==> src/hdl/spectrum_band_eq_pitch_snap_assert.svh <==
// ----------------------------------------------------------------------------
// Assertion macros for the band equaliser and pitch snap block
// Immediate-consequent and next-cycle forms, reset-qualified.
// ----------------------------------------------------------------------------
`ifndef SPECTRUM_BAND_EQ_PITCH_SNAP_ASSERT_SVH
`define SPECTRUM_BAND_EQ_PITCH_SNAP_ASSERT_SVH

// ante holds -> cons holds in the same cycle
`define SBEQ_ASSERT_IMPL(lbl, clk, rst_n, ante, cons, msg) \
  lbl: assert property (@(posedge clk) disable iff (!rst_n) (ante) |-> (cons)) \
    else $error(msg);

// ante holds -> cons holds in the next cycle
`define SBEQ_ASSERT_NEXT(lbl, clk, rst_n, ante, cons, msg) \
  lbl: assert property (@(posedge clk) disable iff (!rst_n) (ante) |=> (cons)) \
    else $error(msg);

`endif

==> src/hdl/sbeq_pkg.sv <==
`timescale 1ns / 1ps
// ----------------------------------------------------------------------------
// sbeq_pkg
// Shared constants, word types and the note table of the band equaliser.
// ----------------------------------------------------------------------------
package sbeq_pkg;

  localparam int NUM_BINS   = 512;
  localparam int NOTE_COUNT = 8;

  localparam int BIN_W   = $clog2(NUM_BINS);
  localparam int EDGE_W  = 9;
  localparam int CMP_W   = (BIN_W > EDGE_W) ? BIN_W : EDGE_W;
  localparam int HZ_W    = 11;
  localparam int SHIFT_W = 7;
  localparam int NOTE_W  = $clog2(NOTE_COUNT);

  localparam int HZ_MAX       = 1024;
  localparam int CENTI_PER_HZ = 100;
  localparam int PEAK_W       = 19;
  localparam int CENT_W       = 26;
  localparam int CENTI_W      = 17;
  localparam int DEN_W        = 17;
  localparam int DEN2_W       = DEN_W + 1;
  localparam int NUM_W        = 27;
  localparam int DIV_CNT_W    = $clog2(NUM_W);

  // divide by five: 2^17 = 5 * DIV5_HI + 2, low part by reciprocal
  localparam int DIV5_SPLIT = 17;
  localparam int DIV5_HI    = 26214;
  localparam int DIV5_RECIP = 838861;
  localparam int DIV5_SHIFT = 22;

  localparam int FIFO_DEPTH = 4;
  localparam int FIFO_PTR_W = $clog2(FIFO_DEPTH);

  localparam int PADDR_W = 5;
  localparam int PDATA_W = 32;

  typedef enum logic [2:0] {
    REG_EDGE_DC_CUT,
    REG_EDGE_LOW_BAND,
    REG_EDGE_BOOST_ONE,
    REG_EDGE_MID_BAND,
    REG_EDGE_BOOST_TWO,
    REG_BIN_HZ,
    REG_MAX_SHIFT
  } reg_idx_t;

  typedef enum logic [1:0] {
    GAIN_ZERO,
    GAIN_FIFTH,
    GAIN_THREE_FIFTHS
  } gain_t;

  typedef struct packed {
    logic        [EDGE_W-1:0]  edge_dc_cut;
    logic        [EDGE_W-1:0]  edge_low_band;
    logic        [EDGE_W-1:0]  edge_boost_one;
    logic        [EDGE_W-1:0]  edge_mid_band;
    logic        [EDGE_W-1:0]  edge_boost_two;
    logic        [HZ_W-1:0]    bin_hz;
    logic        [SHIFT_W-1:0] max_shift;
  } cfg_t;

  typedef struct packed {
    logic signed [31:0] bin_re;
    logic signed [31:0] bin_im;
    logic               last_bin;
  } in_word_t;

  typedef struct packed {
    logic signed [31:0]       eq_re;
    logic signed [31:0]       eq_im;
    logic                     frame_done;
    logic        [PEAK_W-1:0] peak_freq_hz;
    logic        [2:0]        note_index;
    logic signed [7:0]        shift_bins;
    logic                     shift_ok;
  } out_word_t;

  typedef struct packed {
    logic signed [31:0]      re;
    logic signed [31:0]      im;
    gain_t                   gain;
    logic                    last;
    logic        [BIN_W-1:0] bin;
  } q_word_t;

  typedef struct packed {
    logic             start;
    logic             ack;
    logic [BIN_W-1:0] bin;
  } pitch_req_t;

  typedef struct packed {
    logic                     done;
    logic        [PEAK_W-1:0] peak_freq_hz;
    logic        [2:0]        note_index;
    logic signed [7:0]        shift_bins;
    logic                     shift_ok;
  } pitch_rsp_t;

  // C-major notes from C4 upward, centihertz
  function automatic logic [CENTI_W-1:0] note_centi(input logic [3:0] idx);
    logic [CENTI_W-1:0] v;
    unique case (idx)
      4'd0:  v = 17'd26163;
      4'd1:  v = 17'd29366;
      4'd2:  v = 17'd32963;
      4'd3:  v = 17'd34923;
      4'd4:  v = 17'd39200;
      4'd5:  v = 17'd44000;
      4'd6:  v = 17'd49388;
      4'd7:  v = 17'd52325;
      4'd8:  v = 17'd58733;
      4'd9:  v = 17'd65925;
      4'd10: v = 17'd69846;
      4'd11: v = 17'd78399;
      4'd12: v = 17'd88000;
      4'd13: v = 17'd98777;
      4'd14: v = 17'd104650;
      4'd15: v = 17'd117466;
    endcase
    return v;
  endfunction

endpackage

==> src/hdl/spectrum_band_eq_pitch_snap.sv <==
`timescale 1ns / 1ps
// ----------------------------------------------------------------------------
// spectrum_band_eq_pitch_snap
// Band equaliser on a spectrum stream with peak search and pitch snapping.
// ----------------------------------------------------------------------------
// Bins enter on in_* (valid/stall) in bin order, one word per bin, the last
// bin of a frame flagged. Every bin gives one word on out_*: the scaled bin,
// and on the last bin also peak frequency, nearest C-major note and the
// rounded shift in bins towards it.
// A bin passes the queue, the gain pipeline and the output register before
// out_valid. Throughput: one bin per cycle within a frame while out_stall
// is low. The last bin of a frame runs the pitch unit (four set-up steps and
// a 27-step restoring divider); the four-word queue keeps taking bins
// meanwhile, then in_stall rises until the result word is loaded.
// Reset (rst_n, synchronous) loads the register defaults, empties the queue
// and pipeline and clears the bin counter and peak tracker.
// When out_stall is high the output word holds; the pipeline stops behind it
// and in_stall follows once the queue fills. Registers are written through
// psel/penable/pwrite, only while idle: a rule for the user, not enforced.
// ----------------------------------------------------------------------------
module spectrum_band_eq_pitch_snap
  import sbeq_pkg::*;
(
  input  logic               clk,
  input  logic               rst_n,
  input  logic               in_valid,
  output logic               in_stall,
  input  in_word_t           in_data,
  output logic               out_valid,
  input  logic               out_stall,
  output out_word_t          out_data,
  input  logic               psel,
  input  logic               penable,
  input  logic               pwrite,
  input  logic [PADDR_W-1:0] paddr,
  input  logic [PDATA_W-1:0] pwdata,
  output logic [PDATA_W-1:0] prdata,
  output logic               pready
);

  cfg_t       cfg;
  logic       q_full;
  logic       q_push;
  q_word_t    q_wr;
  logic       q_pop;
  logic       q_vld;
  q_word_t    q_rd;
  pitch_req_t pitch_req;
  pitch_rsp_t pitch_rsp;

  sbeq_regs u_regs (
    .clk     (clk),
    .rst_n   (rst_n),
    .psel    (psel),
    .penable (penable),
    .pwrite  (pwrite),
    .paddr   (paddr),
    .pwdata  (pwdata),
    .prdata  (prdata),
    .pready  (pready),
    .cfg     (cfg)
  );

  sbeq_front u_front (
    .clk      (clk),
    .rst_n    (rst_n),
    .cfg      (cfg),
    .in_valid (in_valid),
    .in_data  (in_data),
    .in_stall (in_stall),
    .q_full   (q_full),
    .q_push   (q_push),
    .q_word   (q_wr)
  );

  sbeq_fifo u_fifo (
    .clk     (clk),
    .rst_n   (rst_n),
    .push    (q_push),
    .wr_data (q_wr),
    .full    (q_full),
    .pop     (q_pop),
    .rd_vld  (q_vld),
    .rd_data (q_rd)
  );

  sbeq_pitch u_pitch (
    .clk   (clk),
    .rst_n (rst_n),
    .cfg   (cfg),
    .req   (pitch_req),
    .rsp   (pitch_rsp)
  );

  sbeq_back u_back (
    .clk       (clk),
    .rst_n     (rst_n),
    .q_vld     (q_vld),
    .q_word    (q_rd),
    .q_pop     (q_pop),
    .pitch_req (pitch_req),
    .pitch_rsp (pitch_rsp),
    .out_valid (out_valid),
    .out_stall (out_stall),
    .out_data  (out_data)
  );

endmodule

==> src/hdl/sbeq_regs.sv <==
`timescale 1ns / 1ps
// ----------------------------------------------------------------------------
// sbeq_regs
// APB-style register file holding band edges, bin rate and shift limit.
// ----------------------------------------------------------------------------
module sbeq_regs
  import sbeq_pkg::*;
(
  input  logic               clk,
  input  logic               rst_n,
  input  logic               psel,
  input  logic               penable,
  input  logic               pwrite,
  input  logic [PADDR_W-1:0] paddr,
  input  logic [PDATA_W-1:0] pwdata,
  output logic [PDATA_W-1:0] prdata,
  output logic               pready,
  output cfg_t               cfg
);

  cfg_t     cfg_r;
  logic     wr_en;
  reg_idx_t idx;

  assign pready = 1'b1;
  assign wr_en  = psel & penable & pwrite;
  assign idx    = reg_idx_t'(paddr[PADDR_W-1:2]);
  assign cfg    = cfg_r;

  always_ff @(posedge clk) begin
    if (!rst_n) begin
      cfg_r.edge_dc_cut    <= EDGE_W'(1);
      cfg_r.edge_low_band  <= EDGE_W'(23);
      cfg_r.edge_boost_one <= EDGE_W'(81);
      cfg_r.edge_mid_band  <= EDGE_W'(104);
      cfg_r.edge_boost_two <= EDGE_W'(116);
      cfg_r.bin_hz         <= HZ_W'(86);
      cfg_r.max_shift      <= SHIFT_W'(5);
    end else if (wr_en) begin
      case (idx)
        REG_EDGE_DC_CUT:    cfg_r.edge_dc_cut    <= pwdata[EDGE_W-1:0];
        REG_EDGE_LOW_BAND:  cfg_r.edge_low_band  <= pwdata[EDGE_W-1:0];
        REG_EDGE_BOOST_ONE: cfg_r.edge_boost_one <= pwdata[EDGE_W-1:0];
        REG_EDGE_MID_BAND:  cfg_r.edge_mid_band  <= pwdata[EDGE_W-1:0];
        REG_EDGE_BOOST_TWO: cfg_r.edge_boost_two <= pwdata[EDGE_W-1:0];
        REG_BIN_HZ:         cfg_r.bin_hz         <= pwdata[HZ_W-1:0];
        REG_MAX_SHIFT:      cfg_r.max_shift      <= pwdata[SHIFT_W-1:0];
        default: ;
      endcase
    end
  end

  always_comb begin
    case (idx)
      REG_EDGE_DC_CUT:    prdata = PDATA_W'(cfg_r.edge_dc_cut);
      REG_EDGE_LOW_BAND:  prdata = PDATA_W'(cfg_r.edge_low_band);
      REG_EDGE_BOOST_ONE: prdata = PDATA_W'(cfg_r.edge_boost_one);
      REG_EDGE_MID_BAND:  prdata = PDATA_W'(cfg_r.edge_mid_band);
      REG_EDGE_BOOST_TWO: prdata = PDATA_W'(cfg_r.edge_boost_two);
      REG_BIN_HZ:         prdata = PDATA_W'(cfg_r.bin_hz);
      REG_MAX_SHIFT:      prdata = PDATA_W'(cfg_r.max_shift);
      default:            prdata = '0;
    endcase
  end

endmodule

==> src/hdl/sbeq_front.sv <==
`timescale 1ns / 1ps
// ----------------------------------------------------------------------------
// sbeq_front
// Accepts bin words, counts the bin index and picks the band gain.
// ----------------------------------------------------------------------------
module sbeq_front
  import sbeq_pkg::*;
(
  input  logic     clk,
  input  logic     rst_n,
  input  cfg_t     cfg,
  input  logic     in_valid,
  input  in_word_t in_data,
  output logic     in_stall,
  input  logic     q_full,
  output logic     q_push,
  output q_word_t  q_word
);

  logic [BIN_W-1:0] bin_r;
  logic [BIN_W-1:0] bin_nxt;
  logic [CMP_W-1:0] kc;
  gain_t            gain;

  assign in_stall = q_full;
  assign q_push   = in_valid & ~q_full;
  assign kc       = CMP_W'(bin_r);

  always_comb begin
    priority if (kc <= CMP_W'(cfg.edge_dc_cut))    gain = GAIN_ZERO;
    else if     (kc <= CMP_W'(cfg.edge_low_band))  gain = GAIN_FIFTH;
    else if     (kc <= CMP_W'(cfg.edge_boost_one)) gain = GAIN_THREE_FIFTHS;
    else if     (kc <= CMP_W'(cfg.edge_mid_band))  gain = GAIN_FIFTH;
    else if     (kc <= CMP_W'(cfg.edge_boost_two)) gain = GAIN_THREE_FIFTHS;
    else                                           gain = GAIN_ZERO;
  end

  always_comb begin
    q_word.re   = in_data.bin_re;
    q_word.im   = in_data.bin_im;
    q_word.gain = gain;
    q_word.last = in_data.last_bin;
    q_word.bin  = bin_r;
  end

  always_comb begin
    if (in_data.last_bin || (bin_r == BIN_W'(NUM_BINS - 1))) begin
      bin_nxt = '0;
    end else begin
      bin_nxt = bin_r + BIN_W'(1);
    end
  end

  always_ff @(posedge clk) begin
    if (!rst_n) begin
      bin_r <= '0;
    end else if (q_push) begin
      bin_r <= bin_nxt;
    end
  end

endmodule

==> src/hdl/sbeq_fifo.sv <==
`timescale 1ns / 1ps
// ----------------------------------------------------------------------------
// sbeq_fifo
// Short queue of classified bin words between front and back.
// ----------------------------------------------------------------------------
`include "spectrum_band_eq_pitch_snap_assert.svh"

module sbeq_fifo
  import sbeq_pkg::*;
(
  input  logic    clk,
  input  logic    rst_n,
  input  logic    push,
  input  q_word_t wr_data,
  output logic    full,
  input  logic    pop,
  output logic    rd_vld,
  output q_word_t rd_data
);

  q_word_t               mem [FIFO_DEPTH];
  logic [FIFO_PTR_W-1:0] wr_ptr_r;
  logic [FIFO_PTR_W-1:0] rd_ptr_r;
  logic [FIFO_PTR_W:0]   cnt_r;

  assign full    = (cnt_r == (FIFO_PTR_W + 1)'(FIFO_DEPTH));
  assign rd_vld  = (cnt_r != '0);
  assign rd_data = mem[rd_ptr_r];

  always_ff @(posedge clk) begin
    if (push) begin
      mem[wr_ptr_r] <= wr_data;
    end
  end

  always_ff @(posedge clk) begin
    if (!rst_n) begin
      wr_ptr_r <= '0;
      rd_ptr_r <= '0;
      cnt_r    <= '0;
    end else begin
      if (push) begin
        wr_ptr_r <= wr_ptr_r + FIFO_PTR_W'(1);
      end
      if (pop) begin
        rd_ptr_r <= rd_ptr_r + FIFO_PTR_W'(1);
      end
      if (push && !pop) begin
        cnt_r <= cnt_r + (FIFO_PTR_W + 1)'(1);
      end else if (pop && !push) begin
        cnt_r <= cnt_r - (FIFO_PTR_W + 1)'(1);
      end
    end
  end

  `SBEQ_ASSERT_IMPL(a_fifo_bound, clk, rst_n, 1'b1, cnt_r <= (FIFO_PTR_W + 1)'(FIFO_DEPTH), "fifo count overflow")
  `SBEQ_ASSERT_IMPL(a_fifo_pop_empty, clk, rst_n, pop, cnt_r != '0, "pop from empty fifo")

endmodule

==> src/hdl/sbeq_pitch.sv <==
`timescale 1ns / 1ps
// ----------------------------------------------------------------------------
// sbeq_pitch
// End-of-frame unit: peak frequency, nearest note, rounded bin shift.
// ----------------------------------------------------------------------------
module sbeq_pitch
  import sbeq_pkg::*;
(
  input  logic       clk,
  input  logic       rst_n,
  input  cfg_t       cfg,
  input  pitch_req_t req,
  output pitch_rsp_t rsp
);

  typedef enum logic [2:0] {
    ST_IDLE,
    ST_PEAK,
    ST_CENT,
    ST_NOTE,
    ST_DIFF,
    ST_DIV,
    ST_DONE
  } state_t;

  state_t                state_r;
  logic [BIN_W-1:0]      bin_r;
  logic [HZ_W-1:0]       hz_r;
  logic [PEAK_W-1:0]     peak_r;
  logic [DEN_W-1:0]      den_r;
  logic [CENT_W-1:0]     cent_r;
  logic [NOTE_W-1:0]     note_r;
  logic                  neg_r;
  logic [NUM_W-1:0]      quo_r;
  logic [DEN2_W-1:0]     rem_r;
  logic [DIV_CNT_W-1:0]  cnt_r;

  logic [HZ_W-1:0]       hz_clamp;
  logic [NOTE_W-1:0]     note_cnt;
  logic [CENT_W-1:0]     note_val;
  logic                  diff_neg;
  logic [CENT_W-1:0]     diff_mag;
  logic [DEN2_W-1:0]     den2;
  logic [DEN2_W:0]       trial;
  logic                  trial_ge;
  logic signed [7:0]     sh;
  logic [7:0]            amag;

  always_comb begin
    if (cfg.bin_hz == '0) begin
      hz_clamp = HZ_W'(1);
    end else if (cfg.bin_hz > HZ_W'(HZ_MAX)) begin
      hz_clamp = HZ_W'(HZ_MAX);
    end else begin
      hz_clamp = cfg.bin_hz;
    end
  end

  // a note wins over its lower neighbour once 2t reaches their sum
  always_comb begin
    note_cnt = '0;
    for (int i = 0; i < NOTE_COUNT - 1; i++) begin
      if ({cent_r, 1'b0} >= (NUM_W'(note_centi(4'(i))) + NUM_W'(note_centi(4'(i + 1))))) begin
        note_cnt = note_cnt + NOTE_W'(1);
      end
    end
  end

  assign note_val = CENT_W'(note_centi(4'(note_r)));
  assign diff_neg = cent_r > note_val;
  assign diff_mag = diff_neg ? (cent_r - note_val) : (note_val - cent_r);
  assign den2     = {den_r, 1'b0};
  assign trial    = {rem_r, quo_r[NUM_W-1]};
  assign trial_ge = trial >= (DEN2_W + 1)'(den2);

  always_comb begin
    if (neg_r) begin
      if (quo_r >= NUM_W'(128)) begin
        sh   = -8'sd128;
        amag = 8'd128;
      end else begin
        sh   = -$signed(quo_r[7:0]);
        amag = quo_r[7:0];
      end
    end else begin
      if (quo_r >= NUM_W'(127)) begin
        sh   = 8'sd127;
        amag = 8'd127;
      end else begin
        sh   = $signed(quo_r[7:0]);
        amag = quo_r[7:0];
      end
    end
  end

  always_comb begin
    rsp.done         = (state_r == ST_DONE);
    rsp.peak_freq_hz = peak_r;
    rsp.note_index   = 3'(note_r);
    rsp.shift_bins   = sh;
    rsp.shift_ok     = (amag <= {1'b0, cfg.max_shift});
  end

  always_ff @(posedge clk) begin
    if (!rst_n) begin
      state_r <= ST_IDLE;
      cnt_r   <= '0;
    end else begin
      unique case (state_r)
        ST_IDLE: begin
          if (req.start) begin
            bin_r   <= req.bin;
            hz_r    <= hz_clamp;
            state_r <= ST_PEAK;
          end
        end
        ST_PEAK: begin
          peak_r  <= PEAK_W'(bin_r * hz_r);
          den_r   <= DEN_W'(hz_r * 7'(CENTI_PER_HZ));
          state_r <= ST_CENT;
        end
        ST_CENT: begin
          cent_r  <= CENT_W'(peak_r * 7'(CENTI_PER_HZ));
          state_r <= ST_NOTE;
        end
        ST_NOTE: begin
          note_r  <= note_cnt;
          state_r <= ST_DIFF;
        end
        ST_DIFF: begin
          neg_r   <= diff_neg;
          quo_r   <= NUM_W'({diff_mag, 1'b0}) + NUM_W'(den_r);
          rem_r   <= '0;
          cnt_r   <= '0;
          state_r <= ST_DIV;
        end
        ST_DIV: begin
          quo_r <= {quo_r[NUM_W-2:0], trial_ge};
          rem_r <= trial_ge ? DEN2_W'(trial - (DEN2_W + 1)'(den2)) : DEN2_W'(trial);
          cnt_r <= cnt_r + DIV_CNT_W'(1);
          if (cnt_r == DIV_CNT_W'(NUM_W - 1)) begin
            state_r <= ST_DONE;
          end
        end
        ST_DONE: begin
          if (req.ack) begin
            state_r <= ST_IDLE;
          end
        end
        default: state_r <= ST_IDLE;
      endcase
    end
  end

endmodule

==> src/hdl/sbeq_back.sv <==
`timescale 1ns / 1ps
// ----------------------------------------------------------------------------
// sbeq_back
// Gain pipeline, peak tracking, end-of-frame hand-off and output register.
// ----------------------------------------------------------------------------
`include "spectrum_band_eq_pitch_snap_assert.svh"

module sbeq_back
  import sbeq_pkg::*;
(
  input  logic       clk,
  input  logic       rst_n,
  input  logic       q_vld,
  input  q_word_t    q_word,
  output logic       q_pop,
  output pitch_req_t pitch_req,
  input  pitch_rsp_t pitch_rsp,
  output logic       out_valid,
  input  logic       out_stall,
  output out_word_t  out_data
);

  typedef struct packed {
    logic             neg_re;
    logic             neg_im;
    logic             last;
    logic [BIN_W-1:0] bin;
  } tag_t;

  // stage 1: magnitudes
  logic        p1_vld_r;
  tag_t        p1_tag_r;
  gain_t       p1_gain_r;
  logic [31:0] p1_re_r;
  logic [31:0] p1_im_r;
  // stage 2: magnitude times zero, one or three
  logic        p2_vld_r;
  tag_t        p2_tag_r;
  logic [32:0] p2_re_r;
  logic [32:0] p2_im_r;
  // stage 3: split divide by five
  logic        p3_vld_r;
  tag_t        p3_tag_r;
  logic [30:0] p3_hre_r;
  logic [30:0] p3_him_r;
  logic [15:0] p3_lre_r;
  logic [15:0] p3_lim_r;
  // stage 4: signed result
  logic               p4_vld_r;
  tag_t               p4_tag_r;
  logic signed [31:0] p4_re_r;
  logic signed [31:0] p4_im_r;

  logic signed [31:0] best_val_r;
  logic [BIN_W-1:0]   best_bin_r;
  logic               busy_r;
  logic signed [31:0] hold_re_r;
  logic signed [31:0] hold_im_r;
  logic               out_valid_r;
  out_word_t          out_data_r;

  logic             can_load;
  logic             adv;
  logic             load_norm;
  logic             load_pitch;
  logic             start;
  logic             better;
  logic [BIN_W-1:0] best_bin_nxt;
  logic [31:0]      q_re_mag;
  logic [31:0]      q_im_mag;

  function automatic logic [32:0] gain_mul(input logic [31:0] mag, input gain_t g);
    logic [32:0] m;
    case (g)
      GAIN_FIFTH:        m = {1'b0, mag};
      GAIN_THREE_FIFTHS: m = {1'b0, mag} + {mag, 1'b0};
      default:           m = '0;
    endcase
    return m;
  endfunction

  function automatic logic [15:0] low_fifth(input logic [32:0] m);
    logic [17:0] t;
    logic [37:0] p;
    t = 18'({m[32:DIV5_SPLIT], 1'b0}) + 18'(m[DIV5_SPLIT-1:0]);
    p = t * 20'(DIV5_RECIP);
    return p[DIV5_SHIFT+15:DIV5_SHIFT];
  endfunction

  assign q_re_mag = q_word.re[31] ? (~q_word.re + 32'd1) : q_word.re;
  assign q_im_mag = q_word.im[31] ? (~q_word.im + 32'd1) : q_word.im;

  assign can_load   = ~out_valid_r | ~out_stall;
  assign adv        = can_load & ~busy_r;
  assign q_pop      = adv & q_vld;
  assign load_norm  = adv & p4_vld_r & ~p4_tag_r.last;
  assign start      = adv & p4_vld_r & p4_tag_r.last;
  assign load_pitch = busy_r & pitch_rsp.done & can_load;

  assign better       = p4_re_r > best_val_r;
  assign best_bin_nxt = better ? p4_tag_r.bin : best_bin_r;

  assign pitch_req.start = start;
  assign pitch_req.ack   = load_pitch;
  assign pitch_req.bin   = best_bin_nxt;

  assign out_valid = out_valid_r;
  assign out_data  = out_data_r;

  always_ff @(posedge clk) begin
    if (adv) begin
      p1_tag_r.neg_re <= q_word.re[31];
      p1_tag_r.neg_im <= q_word.im[31];
      p1_tag_r.last   <= q_word.last;
      p1_tag_r.bin    <= q_word.bin;
      p1_gain_r       <= q_word.gain;
      p1_re_r         <= q_re_mag;
      p1_im_r         <= q_im_mag;

      p2_tag_r <= p1_tag_r;
      p2_re_r  <= gain_mul(p1_re_r, p1_gain_r);
      p2_im_r  <= gain_mul(p1_im_r, p1_gain_r);

      p3_tag_r <= p2_tag_r;
      p3_hre_r <= p2_re_r[32:DIV5_SPLIT] * 15'(DIV5_HI);
      p3_him_r <= p2_im_r[32:DIV5_SPLIT] * 15'(DIV5_HI);
      p3_lre_r <= low_fifth(p2_re_r);
      p3_lim_r <= low_fifth(p2_im_r);

      p4_tag_r <= p3_tag_r;
      p4_re_r  <= p3_tag_r.neg_re ? -$signed(32'(p3_hre_r) + 32'(p3_lre_r))
                                  :  $signed(32'(p3_hre_r) + 32'(p3_lre_r));
      p4_im_r  <= p3_tag_r.neg_im ? -$signed(32'(p3_him_r) + 32'(p3_lim_r))
                                  :  $signed(32'(p3_him_r) + 32'(p3_lim_r));
    end
    if (start) begin
      hold_re_r <= p4_re_r;
      hold_im_r <= p4_im_r;
    end
    if (load_norm) begin
      out_data_r.eq_re        <= p4_re_r;
      out_data_r.eq_im        <= p4_im_r;
      out_data_r.frame_done   <= 1'b0;
      out_data_r.peak_freq_hz <= '0;
      out_data_r.note_index   <= '0;
      out_data_r.shift_bins   <= '0;
      out_data_r.shift_ok     <= 1'b0;
    end else if (load_pitch) begin
      out_data_r.eq_re        <= hold_re_r;
      out_data_r.eq_im        <= hold_im_r;
      out_data_r.frame_done   <= 1'b1;
      out_data_r.peak_freq_hz <= pitch_rsp.peak_freq_hz;
      out_data_r.note_index   <= pitch_rsp.note_index;
      out_data_r.shift_bins   <= pitch_rsp.shift_bins;
      out_data_r.shift_ok     <= pitch_rsp.shift_ok;
    end
  end

  always_ff @(posedge clk) begin
    if (!rst_n) begin
      p1_vld_r    <= 1'b0;
      p2_vld_r    <= 1'b0;
      p3_vld_r    <= 1'b0;
      p4_vld_r    <= 1'b0;
      best_val_r  <= '0;
      best_bin_r  <= '0;
      busy_r      <= 1'b0;
      out_valid_r <= 1'b0;
    end else begin
      if (adv) begin
        p1_vld_r <= q_vld;
        p2_vld_r <= p1_vld_r;
        p3_vld_r <= p2_vld_r;
        p4_vld_r <= p3_vld_r;
        if (p4_vld_r) begin
          if (p4_tag_r.last) begin
            best_val_r <= '0;
            best_bin_r <= '0;
          end else if (better) begin
            best_val_r <= p4_re_r;
            best_bin_r <= p4_tag_r.bin;
          end
        end
      end
      if (start) begin
        busy_r <= 1'b1;
      end else if (load_pitch) begin
        busy_r <= 1'b0;
      end
      if (load_norm || load_pitch) begin
        out_valid_r <= 1'b1;
      end else if (!out_stall) begin
        out_valid_r <= 1'b0;
      end
    end
  end

  `SBEQ_ASSERT_IMPL(a_start_idle, clk, rst_n, pitch_req.start, !busy_r, "frame end while pitch busy")
  `SBEQ_ASSERT_IMPL(a_done_busy, clk, rst_n, pitch_rsp.done, busy_r, "pitch done without request")
  `SBEQ_ASSERT_NEXT(a_start_busy, clk, rst_n, pitch_req.start, busy_r && !p4_vld_r || busy_r, "busy not set after frame end")

endmodule

==> config.mk <==
export PLATFORM = sky130hd
export DESIGN_NAME = spectrum_band_eq_pitch_snap
export DESIGN_NICKNAME = d
export VERILOG_FILES = /design/src/hdl/sbeq_pkg.sv /design/src/hdl/spectrum_band_eq_pitch_snap.sv /design/src/hdl/sbeq_regs.sv /design/src/hdl/sbeq_front.sv /design/src/hdl/sbeq_fifo.sv /design/src/hdl/sbeq_pitch.sv /design/src/hdl/sbeq_back.sv
export VERILOG_INCLUDE_DIRS = /design/src /design/src/hdl
export SDC_FILE = /design/constraint.sdc
export NUM_CORES = 2
export LEC_CHECK = 0
export BUFFER_PORTS_ARGS = -buffer_cell sky130_fd_sc_hd__buf_2
export CORE_MARGIN = 1.5
export CORE_UTILIZATION = 42
export DETAILED_ROUTE_END_ITERATION = 10
export GPL_ROUTABILITY_DRIVEN = 0
export PLACE_DENSITY_LB_ADDON = 0.3
export SLEW_MARGIN = 20
export SYNTH_ARGS = -nofsm -noshare
export SYNTH_HDL_FRONTEND = slang
export SYNTH_SLANG_ARGS = --single-unit
export TNS_END_PERCENT = 100
==> constraint.sdc <==
create_clock -name clk -period 29.5 [get_ports clk]
set_clock_uncertainty 0.15 [all_clocks]
set_input_delay 4.425 -clock clk [delete_from_list [all_inputs] [get_ports clk]]
set_output_delay 4.425 -clock clk [all_outputs]
set_load 0.01 [all_outputs]
### Yosys cells after proc, flatten, opt, wreduce, memory -nomap -nowiden

Memory sizes are Yosys's and may differ from the RTL's. A register that Yosys moved wholly into a read port is not among the register bits.
Index checks and enable logic that the tools add are counted.

| cells by class | value |
|---|---|
| $add $sub $neg | 27 |
| multipliers | 7 |
| $lt $le $gt $ge | 19 |
| equality and inequality tests | 21 |
| multiplexer cells | 52 |
| bitwise operators | 18 |
| reduce and logical (&&, ||, !) cells | 32 |

Operators by type and width:

| kind | count |
|---|---|
| 2-to-1 mux 96 bit | 2 |
| greater-or-equal comparator 27 x 17 -> 1 bit (second input constant) | 5 |
| case mux 33 bit (2 select lines) | 2 |
| 2-to-1 mux 32 bit | 4 |
| case mux 11 bit (7 select lines) | 1 |
| multiplier 18 x 20 -> 38 bit (second input constant) | 2 |
| adder 32 x 33 -> 33 bit | 2 |
| adder 31 x 16 -> 32 bit | 2 |
| adder 32 x 1 -> 32 bit (second input constant) | 2 |
| negation 32 bit | 2 |
| inverter 32 bit | 2 |
| 2-to-1 mux 31 bit | 2 |
| multiplier 16 x 14 -> 30 bit (second input constant) | 2 |
| greater-or-equal comparator 27 x 16 -> 1 bit (second input constant) | 2 |
| case mux 27 bit (2 select lines) | 1 |
| less-or-equal comparator 9 bit | 5 |
| 2-to-1 mux 8 bit | 5 |
| adder 17 x 17 -> 18 bit | 2 |
| 2-to-1 mux 3 bit | 12 |
| case mux 18 bit (2 select lines) | 1 |
| > comparator 32 bit | 1 |
| adder 27 x 17 -> 27 bit | 1 |
| greater-or-equal comparator 27 x 7 -> 1 bit (second input constant) | 1 |
| greater-or-equal comparator 27 x 8 -> 1 bit (second input constant) | 1 |
| other kinds (47) | 114 |

| storage, ports and cells | value |
|---|---|
| register bits | 755 |
| bits in writable memories | 304 |
| ROM bits | 128 |
| input port bits | 109 |
| output and inout port bits | 131 |
| logic and storage cells | 245 |
| memories | 2 |

Memories:

| memory | words | bits a word | read ports | clocked after memory_dff | wr ports | line | source |
|---|---|---|---|---|---|---|---|
| u_fifo.mem | 4 | 76 | 1 | 1 | 1 | sbeq_fifo.sv:21 | `q_word_t mem [FIFO_DEPTH];` |
| (no name shown) | 8 | 16 | 1 | 1 | 0 | sbeq_pkg.sv:107 | `unique case (idx)` |

### Logic depth before layout (Yosys ltp)

| depth | value |
|---|---|
| depth after elaboration | 15 |
| depth in mapped cells | 36 |
| mapped depth without buffers | 36 |

### Hierarchy

From an unflattened synthesis, not the netlist that was laid out.

| unflattened totals | value |
|---|---|
| cells, all modules | 6942 |
| area total of the unflattened synthesis | 77847.2 um^2 |

By module, submodules not included:

| module | instances | cells each | area an instance (um^2) | sequential area each (um^2) |
|---|---|---|---|---|
| sbeq_back | 1 | 4191 | 45575.0 | 15454.8 |
| sbeq_pitch | 1 | 1711 | 15571.2 | 4274.1 |
| sbeq_fifo | 1 | 440 | 11457.2 | 9308.9 |
| sbeq_regs | 1 | 337 | 3208.1 | 1261.2 |
| sbeq_front | 1 | 263 | 2035.7 | 180.2 |

### Least setup slack after synthesis

Ideal clock, no wire load.

| timing | value |
|---|---|
| path kind | input-to-reg |
| start point | input port out_stall |
| end point | register u_pitch.bin_r[0] (enable) |
| library setup time | 455 ps |
| data arrival time | 25724 ps |
| required time | 28895 ps |
| setup slack | 3171 ps |
| cell stages on the path | 3 |
| buffers on the path | 0 |
| path through | a21oi_1 and3_1 nor4b_1 |

RTL lines:

| element | line | source |
|---|---|---|
| start: declaration | spectrum_band_eq_pitch_snap.sv:30 | `input logic out_stall,` |
| end signal: assignment | sbeq_pitch.sv:112 | `bin_r <= req.bin;` |
| end: declaration | sbeq_pitch.sv:27 | `logic [BIN_W-1:0] bin_r;` |

### Final worst setup path

| timing | value |
|---|---|
| start point | input port paddr[2] |
| end point | output port prdata[1] |

| on the way | value |
|---|---|
| cells in the longest elaborated chain, start to end | 2 |
| elaborated cells on any way between the ends | 8 |
| those cells by class | eq/ne (6); mux (1); reduce/logical (1) |

Ends and longest elaborated chain:

| element | line | source |
|---|---|---|
| start: declaration | spectrum_band_eq_pitch_snap.sv:35 | `input logic [PADDR_W-1:0] paddr,` |
| equality test 3 bit, or another cell as far along | sbeq_regs.sv:54 | `case (idx)` |
| case mux 11 bit (7 select lines) (*) | sbeq_regs.sv:54 |  |
| end: declaration | spectrum_band_eq_pitch_snap.sv:37 | `output logic [PDATA_W-1:0] prdata,` |

Every way passes the cells marked *; elsewhere a longest branch is shown, timed or not.

==> flow_metrics.env <==
export IMPL_crit_path_start_kind="input pin"
export IMPL_detail_route_wirelength_mm=165.7
export IMPL_cts_hold_buf=0
export IMPL_grt_max_degree=86
export IMPL_setup_tns_ns=0
export IMPL_critical_path_peak_fanout=31
export IMPL_met3_usage=0.02433
export IMPL_max_slew_worst_pin_slew_ns=1.020
export IMPL_global_route_total_overflow=0
export IMPL_whs_ns=0.2656
export IMPL_synth_top_flop_cell="sky130_fd_sc_hd__edfxtp_1"
export IMPL_finish_net_count=8559
export IMPL_relSlewSlack=0.3202
export IMPL_max_freq_ghz=0.09297
export IMPL_area_growth_pct=9.334
export IMPL_rsz0062_at_grt="false"
export IMPL_buffer_ports_inserted=194
export IMPL_yosys_warnings=0
export IMPL_dieWidth_um=430.5
export IMPL_cts_sinks=1076
export IMPL_drv_max_cap_violation_count=0
export IMPL_hold_path_cell_count=0
export IMPL_place_worst_setup_slack_ns=18.78
export IMPL_clock_tree_root_cell="sky130_fd_sc_hd__clkbuf_16"
export IMPL_postCtsSetupRepairBufs=0
export IMPL_cts_max_path_buffers=3
export IMPL_final_cell_mix="988 x sky130_fd_sc_hd__inv_1, 936 x sky130_fd_sc_hd__ha_1, 893 x sky130_fd_sc_hd__edfxtp_1"
export IMPL_die_y_um=430.5
export IMPL_core_area_um2=181100
export IMPL_grt_use_met2=0.3051
export IMPL_drt_pass1_iter_count=6
export IMPL_routedWlPerCell_um=17.32
export IMPL_synth_area_per_cell_um2=11.09
export IMPL_grt_total_usage=0.1780
export IMPL_hold_path_startpoint="u_back.p2_tag_r[3]$_DFFE_PP_"
export IMPL_remaining_number_of_nets_flagged_by_the_antenna_check_after_routing=0
export IMPL_r2r_start="u_back.p2_re_r[17]$_DFFE_PP_"
export IMPL_synth_seq_area_share=0.3970
export IMPL_post_route_worst_setup_slack_ns=18.74
export IMPL_drcViolationCount=0
export IMPL_detail_route_iter0_violations=2783
export IMPL_worstRegToRegCells=35
export IMPL_fin_max_slew_vios=0
export IMPL_post_synth_instance_area_um2=76770
export IMPL_result_of_the_run="finished, final reports clean"
export IMPL_rrSetupSlack_ns=19.92
export IMPL_critical_path_required_ns=24.93
export IMPL_async_flop_share=0
export IMPL_antenna_violations_before_repair=8
export IMPL_first_global_vias=50677
export IMPL_synthTopCellsByArea="sky130_fd_sc_hd__edfxtp_1 35%, sky130_fd_sc_hd__ha_1 15%, sky130_fd_sc_hd__fa_1 11%"
export IMPL_number_of_enable_type_register_cells_in_the_synthesized_netlist=893
export IMPL_num_antenna_cells=0
export IMPL_r2r_end="u_back.p3_lre_r[13]$_DFFE_PP_"
export IMPL_cts_clk_slew_worst_paths_ns=0.06
export IMPL_path_class="input pin to primary output"
export IMPL_number_of_failing_hold_endpoints_at_the_final_stage=0
export IMPL_synth_cell_types=100
export IMPL_route_vias_total=49834
export IMPL_gr_max_usage_layer="met2"
export IMPL_worst_ep_arrival_time_ns=6.18
export IMPL_fp_row_count=156
export IMPL_first_pass_grt_wire_length_mm=266.6
export IMPL_global_route_usage_met1=0.2314
export IMPL_start_util=0.4238
export IMPL_number_of_register_bits_inferred_by_synthesis=1076
export IMPL_place_detailed_hpwl_mm=127.7
export IMPL_clkLatencyLatePin_ns=0.82
export IMPL_syn_inst=6922
export IMPL_post_synth_top_area_fraction=0.3493
export IMPL_hp_class="register to register"
export IMPL_tritoncts="built"
export IMPL_cts_buffers_inserted=113
export IMPL_post_drt_via_cell_ratio=5.210
export IMPL_post_cts_resize_count=0
export IMPL_timing_critical_path_to_type="primary output"
export IMPL_cts_max_level=3
export IMPL_setup_viol=0
export IMPL_placed_area_um2=80320
export IMPL_num_fill_cells=16491
export IMPL_layout_commonest_cell="sky130_fd_sc_hd__inv_1"
export IMPL_floorplan_die_area_um2=185400
export IMPL_synth_top_area_cell="sky130_fd_sc_hd__edfxtp_1"
export IMPL_fin_crit_ns=10.76
export IMPL_drive_gt1_frac=0.07950
export IMPL_hold_path_end="u_back.p3_tag_r[3]$_DFFE_PP_"
export IMPL_top_level_ports=240
export IMPL_min_period_over_period=0.3646
export IMPL_finish_instance_area_um2=83940
## final cells by class
type | instances | area [µm²] | area share
multi-input combinational | 4690 | 41910 | 0.4993
sequential | 1076 | 30490 | 0.3632
inverter | 990 | 3716 | 0.04427
clock buffer | 144 | 2994 | 0.03567
tap | 2370 | 2965 | 0.03533
timing repair buffer | 231 | 1249 | 0.01488
clock inverter | 64 | 613.1 | 0.007304
## worst max path at each step
stage	depth (start not counted)	from	to
floorplan	3	out_stall	u_pitch.bin_r[0]$_DFFE_PP_
global route	7	paddr[2]	prdata[1]
finish	7	paddr[2]	prdata[1]
detailed placement	7	paddr[2]	prdata[5]
global placement	7	paddr[2]	prdata[5]
CTS	7	paddr[2]	prdata[5]
## cell families after synthesis
| kind of cell | share of synthesized area |
|---|---|
| AOI/OAI and AO/OA | 0.1077 |
| buffers and inverters | 0.05903 |
| DFF | 0.3970 |
| adders and majority gates | 0.2600 |
| muxes | 0.03266 |
| xor gates and xnor gates | 0.05225 |
| and+or+nand+nor | 0.09120 |
| other | 0.00009782 |
## synth_stat cells (9+ instances only)
master and instances:
sky130_fd_sc_hd__nand3b_1 10, sky130_fd_sc_hd__mux2_2 22, sky130_fd_sc_hd__o21a_1 89, sky130_fd_sc_hd__o21ai_0 285, sky130_fd_sc_hd__clkbuf_1 133, sky130_fd_sc_hd__a2111oi_0 14, sky130_fd_sc_hd__o31ai_1 32, sky130_fd_sc_hd__inv_1 989
sky130_fd_sc_hd__o21bai_1 33, sky130_fd_sc_hd__nor3b_1 10, sky130_fd_sc_hd__xnor2_1 299, sky130_fd_sc_hd__buf_1 14, sky130_fd_sc_hd__ha_1 936, sky130_fd_sc_hd__a31oi_1 35, sky130_fd_sc_hd__a21boi_0 14, sky130_fd_sc_hd__dfxtp_1 183
sky130_fd_sc_hd__a22oi_1 9, sky130_fd_sc_hd__nand2b_1 52, sky130_fd_sc_hd__nor2_1 320, sky130_fd_sc_hd__nor4_1 22, sky130_fd_sc_hd__a211o_1 11, sky130_fd_sc_hd__mux4_2 79, sky130_fd_sc_hd__mux2i_1 48, sky130_fd_sc_hd__o211ai_1 26
sky130_fd_sc_hd__nand4_1 43, sky130_fd_sc_hd__nor3_1 107, sky130_fd_sc_hd__nand3_1 125, sky130_fd_sc_hd__buf_4 25, sky130_fd_sc_hd__a21o_1 130, sky130_fd_sc_hd__edfxtp_1 893, sky130_fd_sc_hd__a22o_1 114, sky130_fd_sc_hd__and3_1 53
sky130_fd_sc_hd__or4_1 9, sky130_fd_sc_hd__a21oi_1 317, sky130_fd_sc_hd__a211oi_1 26, sky130_fd_sc_hd__and2_1 69, sky130_fd_sc_hd__or2_2 23, sky130_fd_sc_hd__buf_2 13, sky130_fd_sc_hd__or3_1 37, sky130_fd_sc_hd__fa_1 412
sky130_fd_sc_hd__xor2_1 159, sky130_fd_sc_hd__nand2_1 469, sky130_fd_sc_hd__nor2b_1 74
## worst max-delay path: stages
cell and delay, ns:
sky130_fd_sc_hd__buf_2 0.51, sky130_fd_sc_hd__nor2b_1 0.58, sky130_fd_sc_hd__nand2_1 0.09, sky130_fd_sc_hd__o21ai_0 0.11, sky130_fd_sc_hd__nand2_1 0.08, sky130_fd_sc_hd__o21ai_0 0.17
sky130_fd_sc_hd__buf_2 0.20
## per-layer routing
metal | routed length (µm) | share of wire
met4 | 5416 | 0.033
met5 | 54 | 0.00033
met2 | 79200 | 0.48
met3 | 6262 | 0.038
met1 | 74740 | 0.45
## flip-flops by register name, summed over array words and instances (netlist names), 18 cells and up, named ones only
signal,cells
u_back.p1_re_r,32
u_back.hold_re_r,32
u_back.p2_re_r,33
u_pitch.cent_r,24
u_back.p4_im_r,32
u_back.out_data,96
u_back.p4_re_r,32
u_back.p2_im_r,33
u_back.best_val_r,32
u_pitch.peak_r,19
u_regs.cfg,63
u_back.hold_im_r,32
u_pitch.quo_r,27
u_back.p3_hre_r,30
u_back.p3_him_r,30
u_pitch.rem_r,18
u_fifo.mem,304
u_back.p1_im_r,32
## stage by stage
| stage | cells | util |
|---|---|---|
| finish | 9565 | 0.4634 |
| global route | 9565 | 0.4634 |
| CTS | 9565 | 0.4633 |
| detailed placement | 9357 | 0.4434 |
| global placement | 9357 | 0.4434 |
| floorplan | 6942 | - |
Power is left out: the tool's default activity adds up to more than one toggle a clock period on the data nets, which glitch-free logic cannot reach.
